$ cat src/hdl/gqle_pkg.sv
package gqle_pkg;

   localparam int NUM_ACTIONS    = 4;
   localparam int CSR_INDEX_BITS = 3;
   localparam int CSR_DATA_BITS  = 9;

   // command codes
   localparam logic [1:0] CMD_CHOOSE = 2'd0;
   localparam logic [1:0] CMD_UPDATE = 2'd1;
   localparam logic [1:0] CMD_READ   = 2'd2;

   // register indexes
   localparam logic [CSR_INDEX_BITS-1:0] CSR_GRID_WIDTH   = 3'd0;
   localparam logic [CSR_INDEX_BITS-1:0] CSR_GRID_HEIGHT  = 3'd1;
   localparam logic [CSR_INDEX_BITS-1:0] CSR_LEARN_RATE   = 3'd2;
   localparam logic [CSR_INDEX_BITS-1:0] CSR_DISCOUNT     = 3'd3;
   localparam logic [CSR_INDEX_BITS-1:0] CSR_EXPLORE_RATE = 3'd4;

   localparam logic [8:0] RATE_ONE = 9'd256;

   typedef struct packed {
      logic [1:0]         command;
      logic [3:0]         cur_col;
      logic [3:0]         cur_row;
      logic [1:0]         taken_action;
      logic [3:0]         next_col;
      logic [3:0]         next_row;
      logic signed [15:0] reward_value;
      logic [7:0]         random_draw;
      logic [1:0]         random_pick;
   } gqle_req_type;

   typedef struct packed {
      logic [1:0]         chosen_action;
      logic signed [15:0] entry_value;
      logic               goal_reached;
      logic               explored;
   } gqle_rsp_type;

   typedef enum logic [3:0] {
      ST_CLEAR,
      ST_IDLE,
      ST_READ_NEXT,
      ST_READ_CUR,
      ST_GAMMA,
      ST_TARGET,
      ST_BLEND,
      ST_WRITE,
      ST_FETCH,
      ST_SELECT,
      ST_NULL
   } gqle_state_type;

   typedef enum logic [2:0] {
      RSP_NONE,
      RSP_CHOOSE,
      RSP_READ,
      RSP_UPDATE,
      RSP_ZERO
   } gqle_reply_type;

   typedef struct packed {
      logic           latch;
      logic           clr_step;
      logic           rd_next;
      logic           rd_cur;
      logic           load_max;
      logic           load_gamma;
      logic           load_target;
      logic           load_blend;
      gqle_reply_type reply;
   } gqle_ctrl_type;

   typedef struct packed {
      logic [1:0] command;
      logic       clr_last;
   } gqle_stat_type;

endpackage

$ cat src/hdl/gqle_ctrl.sv
module gqle_ctrl import gqle_pkg::*; (
   input  logic          clock,
   input  logic          reset,
   input  logic          start,
   input  logic [1:0]    req_command,
   input  gqle_stat_type stat,
   output gqle_ctrl_type ctrl,
   output logic          busy
);

   gqle_state_type state_ff;
   gqle_state_type state_in;

   always_ff @(posedge clock) begin
      if (reset) begin
         state_ff <= ST_CLEAR;
      end else begin
         state_ff <= state_in;
      end
   end

   always_comb begin
      state_in = state_ff;
      ctrl     = '0;
      ctrl.reply = RSP_NONE;
      unique case (state_ff)
         ST_CLEAR: begin
            ctrl.clr_step = 1'b1;
            if (stat.clr_last) begin
               state_in = ST_IDLE;
            end
         end
         ST_IDLE: begin
            if (start) begin
               ctrl.latch = 1'b1;
               unique case (req_command)
                  CMD_UPDATE: state_in = ST_READ_NEXT;
                  CMD_CHOOSE: state_in = ST_FETCH;
                  CMD_READ:   state_in = ST_FETCH;
                  default:    state_in = ST_NULL;
               endcase
            end
         end
         ST_READ_NEXT: begin
            ctrl.rd_next = 1'b1;
            state_in     = ST_READ_CUR;
         end
         ST_READ_CUR: begin
            // next-cell row is on the read port now
            ctrl.rd_cur   = 1'b1;
            ctrl.load_max = 1'b1;
            state_in      = ST_GAMMA;
         end
         ST_GAMMA: begin
            ctrl.load_gamma = 1'b1;
            state_in        = ST_TARGET;
         end
         ST_TARGET: begin
            ctrl.load_target = 1'b1;
            state_in         = ST_BLEND;
         end
         ST_BLEND: begin
            ctrl.load_blend = 1'b1;
            state_in        = ST_WRITE;
         end
         ST_WRITE: begin
            ctrl.reply = RSP_UPDATE;
            state_in   = ST_IDLE;
         end
         ST_FETCH: begin
            ctrl.rd_cur = 1'b1;
            state_in    = ST_SELECT;
         end
         ST_SELECT: begin
            ctrl.reply = (stat.command == CMD_CHOOSE) ? RSP_CHOOSE : RSP_READ;
            state_in   = ST_IDLE;
         end
         ST_NULL: begin
            ctrl.reply = RSP_ZERO;
            state_in   = ST_IDLE;
         end
         default: begin
            state_in = ST_IDLE;
         end
      endcase
   end

   assign busy = (state_ff != ST_IDLE);

endmodule

$ cat config.mk
export PLATFORM = sky130hd
export DESIGN_NAME = gqle_ctrl
export DESIGN_NICKNAME = d
export VERILOG_FILES = /design/src/hdl/gqle_pkg.sv /design/src/hdl/gqle_ctrl.sv
export SDC_FILE = /design/constraint.sdc
export NUM_CORES = 1
export LEC_CHECK = 0
export ABC_AREA = 1
export BUFFER_PORTS_ARGS = -buffer_cell sky130_fd_sc_hd__buf_4
export CELL_PAD_IN_SITES_DETAIL_PLACEMENT = 0
export CELL_PAD_IN_SITES_GLOBAL_PLACEMENT = 2
export CORE_ASPECT_RATIO = 1.5
export CORE_MARGIN = 2
export CORE_UTILIZATION = 17
export DETAILED_ROUTE_END_ITERATION = 10
export MAX_ROUTING_LAYER = met4
export PLACE_DENSITY_LB_ADDON = 0.1
export SYNTH_ARGS = -nofsm -noshare
export SYNTH_HDL_FRONTEND = slang
export SYNTH_SLANG_ARGS = --single-unit
$ cat constraint.sdc
create_clock -name clock -period 1.28 [get_ports clock]
set_input_delay 0.128 -clock clock [delete_from_list [all_inputs] [get_ports clock]]
set_output_delay 0.128 -clock clock [all_outputs]
set_load 0.005 [all_outputs]
# After elaboration in Yosys (flattened, before gate mapping)
# Cells that the tools add are included.
[op_classes] eq_ne=15 n_mux=15 reduce_logical=6
[op_table] op="$pmux 4 s8" n=1
[op_table] op="$eq 4x3->1 const B" n=4
[op_table] op="$eq 4x4->1 const B" n=3
[op_table] op="$mux 1" n=9
[op_table] op="$pmux 3 s3" n=1
[op_table] op="$eq 4x2->1 const B" n=2
[op_table] op="$mux 4" n=2
[op_table] op="$pmux 4 s2" n=1
[op_table] op="$eq 4x1->1 const B" n=1
[op_table] op="$logic_not 2->1" n=2
[op_table] op="$logic_not 4->1" n=1
[op_table] op="$ne 2x2->1 const B" n=2
[op_table] op="$ne 4x1->1 const B" n=1
[op_table] op="$reduce_or 2->1" n=2
[op_table] op="$eq 2x1->1 const B" n=1
[op_table] op="$eq 2x2->1 const B" n=1
[op_table] op="$mux 2" n=1
[op_table] op="$reduce_and 2->1" n=1
[totals] ff_bits=4 inputBits=8 out_inout_bits=12 elab_cells=37

# Depth between registers and ports, before layout
[logic_depth] depth_word=5 mapped_depth=7

# Worst setup path before layout
# Ideal clock, no wire load.
[synth_timing] kind="register to output" startpoint="register state_ff[1]" endpoint="output ctrl[0] (netlist name)" arrival_ps=857 t_required_ps=1152 path_slack_ps=295 stages_incl_launch_ff=5 n_path_buf=1 path_cell_list="dfxtp_1 > buf_2 > nor2_4 > nand2_1 > o31ai_1"
[synth_lines] item="start, declared" line="gqle_ctrl.sv:11" rtl="gqle_state_type state_ff;"
[synth_lines] item="start signal, assigned" line="gqle_ctrl.sv:18" rtl="state_ff <= state_in;"
[synth_lines] item="end, declared" line="gqle_ctrl.sv:7" rtl="output gqle_ctrl_type ctrl,"

==> impl_metrics.tcl <==
set metrics [dict create \
    switching_share_pct 32.5 \
    cts.sinks 4 \
    largest_reg_flops 4 \
    grt_max_degree 9 \
    routed_via_density 4.13 \
    cts_tree "done" \
    synth.distinct_cells 16 \
    path_max_fanout 6 \
    min_from "reset" \
    crit_required_ps 1150 \
    clock_latency_ps 230 \
    root_buffer "clkbuf_4" \
    worst_setup_path_start_kind "flip-flop" \
    reg_top3 "state_ff x4" \
    grt_use_total_pct 10.7 \
    crit_path_end_kind "output pin" \
    ys_top_cells_by_area "dfxtp_1 (24%), nand2_1 (16%), inv_1 (12%), nor2_1 (10%), nand3_1 (8.9%)" \
    drt-initial-drc-count 17 \
    area_growth_pct 109 \
    synth_compound_area_share_pct 9.26 \
    die_x_um 40.4 \
    crit_arrival_ps 1160 \
    status "finished with violations" \
    ir_worst_vdd_mv 0.452 \
    timing.final.ws_setup_ps -4.87 \
    port_buffers 19 \
    fin_crit_ps 1280 \
    synth_cells 61 \
    switchingPower_uw 187 \
    synthXorXnorAreaFrac_pct 0 \
    antennaDiodeCount 0 \
    synth_fa_ha_area_share_pct 0 \
    postRouteAntennaNets 0 \
    dp_hpwl_um 845 \
    synth-seq-area-share_pct 23.7 \
    power_frac_clock_pct 26.7 \
    fin_crit_sh_pct 100 \
    layout-drive-gt1-share_pct 61.5 \
    finalSetupViolCount 1 \
    final_nets 106 \
    rsz0062_at_grt "true" \
    vias 483 \
    fin_cells 117 \
    timing.rr.start "state_ff[3]" \
    start_util_pct 18.2 \
    holdPathStages 2 \
    routed_wirelength_mm 1.08 \
    failed_checks "setup timing" \
    p_per_area_nw_per_um2 812 \
    antenna_found_initial 0 \
    dieArea_um2 2370 \
    synth_seq_cells 4 \
    grt_pass1_vias 437 \
    ios 20 \
    cts.reportedPaths.clkPinSlew_ps 40 \
    leakagePower_nw 0.373 \
    yosysWarnings 0 \
    ff2ff_path_depth 8 \
    clockBufferDepth 2 \
    holdPathEnd "state_ff[2]" \
    worstHoldPathType "in -> reg" \
    relSlewSlack_pct 88.2 \
    fin_hold_ws_ps 69.0 \
    top_register "state_ff" \
    slew_viol_final 0 \
    p_comb_share_pct 46.9 \
    fmaxAchievable_mhz 778 \
    fp.coreArea_um2 1850 \
    synth_top_family_by_area "simple AND/OR/NAND/NOR gates" \
    synth_largest_area_cell "dfxtp_1" \
    ctsHoldBuffers 0 \
    synth_mux_area_share_pct 0 \
    synth.net_count 69 \
    rrSetupSlack_ps 80 \
    avgSynthCellArea_um2 5.54 \
    grt_pass1_wl_mm 1.71 \
    gp_congestion 0.709 \
    drc 0 \
    crit_type "reg -> out" \
    clock_skew_ps 1.51 \
    pwr-share-seq_pct 26.3 \
    grt-ovfl-total 0 \
    yosys.area_share.simple_pct 50.0 \
    cts_made_buffers 3 \
    hold_violations 0 \
    worstReg2RegEnd "state_ff[3]" \
    routedWlPerCell_um 9.26 \
    die_y_um 58.6 \
    netlist_area_um2 338 \
    cap_violations 0 \
    worst_pin_slew_ps 177 \
    utilization_pct 38.1 \
    firstDrtPassIters 2 \
    synth.top_cell.area_share_pct 23.7 \
    dp_cells 101 \
    num_rows 19 \
    htreeDepth 1 \
    p_int_uw 387 \
]
[worst max-delay path, cell delays in order (launching register included)]
cell and delay [ps]:
dfxtp_4 350, buf_12 130, nor2_4 160, nand2_2 90, nor2_1 90, buf_4 110
[cells in the final DEF (no fill, tap or decap)]
cell / n
nor3_1: 2
a21oi_1: 1
buf_6: 2
buf_4: 30
o21ai_2: 1
nand2_1: 11
dfxtp_2: 1
nor3_2: 1
inv_1: 7
o31ai_2: 1
nand3_1: 5
nor2_4: 4
nor2_1: 8
nand3_2: 1
o21ai_0: 2
nand3b_1: 1
clkbuf_4: 3
inv_4: 2
nand2_2: 4
buf_12: 1
dfxtp_4: 3
inv_2: 5
[synthesized netlist by cell type, drive strengths merged]
master and n:
a21oi 1, buf 1, dfxtp 4, inv 14, nand2 15, nand3 6
nand3b 1, nor2 12, nor3 3, o21ai 3, o31ai 1
[cells by family after synthesis]
group / count (synthesis)
and+or+nand+nor: 37
buffers and inverters: 15
AOI/OAI and AO/OA: 5
DFF: 4
[cell type report]
| cell class | instances | area [µm²] |
|---|---|---|
| fillers | 222 | 1150 |
| flip-flops and latches | 4 | 92.6 |
| repair buffers | 33 | 268 |
| clock buffers | 3 | 22.5 |
| multi-input cells | 42 | 240 |
| well taps | 21 | 26.3 |
| inverters | 14 | 57.6 |
[worst max-delay path by stage]
stage,startpoint,end,slack [ps],cells after the start
2_1_floorplan,state_ff[1],ctrl[0],300,4
3_3_place_gp,state_ff[3],ctrl[0],30,5
3_5_place_dp,state_ff[3],ctrl[0],70,5
4_1_cts,state_ff[2],ctrl[4],-40,5
5_1_grt,state_ff[0],ctrl[7],-80,5
6_report,state_ff[3],ctrl[10],-5,5
[per-stage QoR]
stage / setup WS, ps / power, mW / cell area (µm²) / TNS, ps
6_report: -4.87 / 0.574 / 707 / -4.87
5_1_grt: -83.7 / 0.626 / 707 / -410
4_1_cts: -41.1 / 0.514 / 563 / -162
3_5_place_dp: 65.1 / 0.338 / 509 / 0
3_3_place_gp: 33.3 / 0.342 / 509 / 0
2_1_floorplan: 295 / 0.252 / 338 / 0
[routing by layer]
| metal | global-route usage [%] | vias up | share of wire, % |
|---|---|---|---|
| li1 | - | 258 | - |
| met1 | 11.2 | 211 | 37 |
| met2 | 17.7 | 14 | 58 |
| met3 | 2.26 | 0 | 5.1 |
| met4 | 5.71 | 0 | 0 |
| met5 | - | - | 0 |
[what timing repair did]
action | in CTS | in global routing
buffers inserted | 2 | 11
setup endpoints to repair | 9 | 11
pin swaps | 1 | 10
resized for setup | 7 | 18
[power by group through the flow]
stage	combinational [mW]	sequential (mW)	clock, mW
after floorplan	0.105	0.148	0
after global placement	0.190	0.153	0
after detailed placement	0.186	0.153	0
after CTS	0.205	0.150	0.158
after global routing	0.301	0.153	0.172
final	0.269	0.151	0.154
Power figures use the tool's default switching activity.
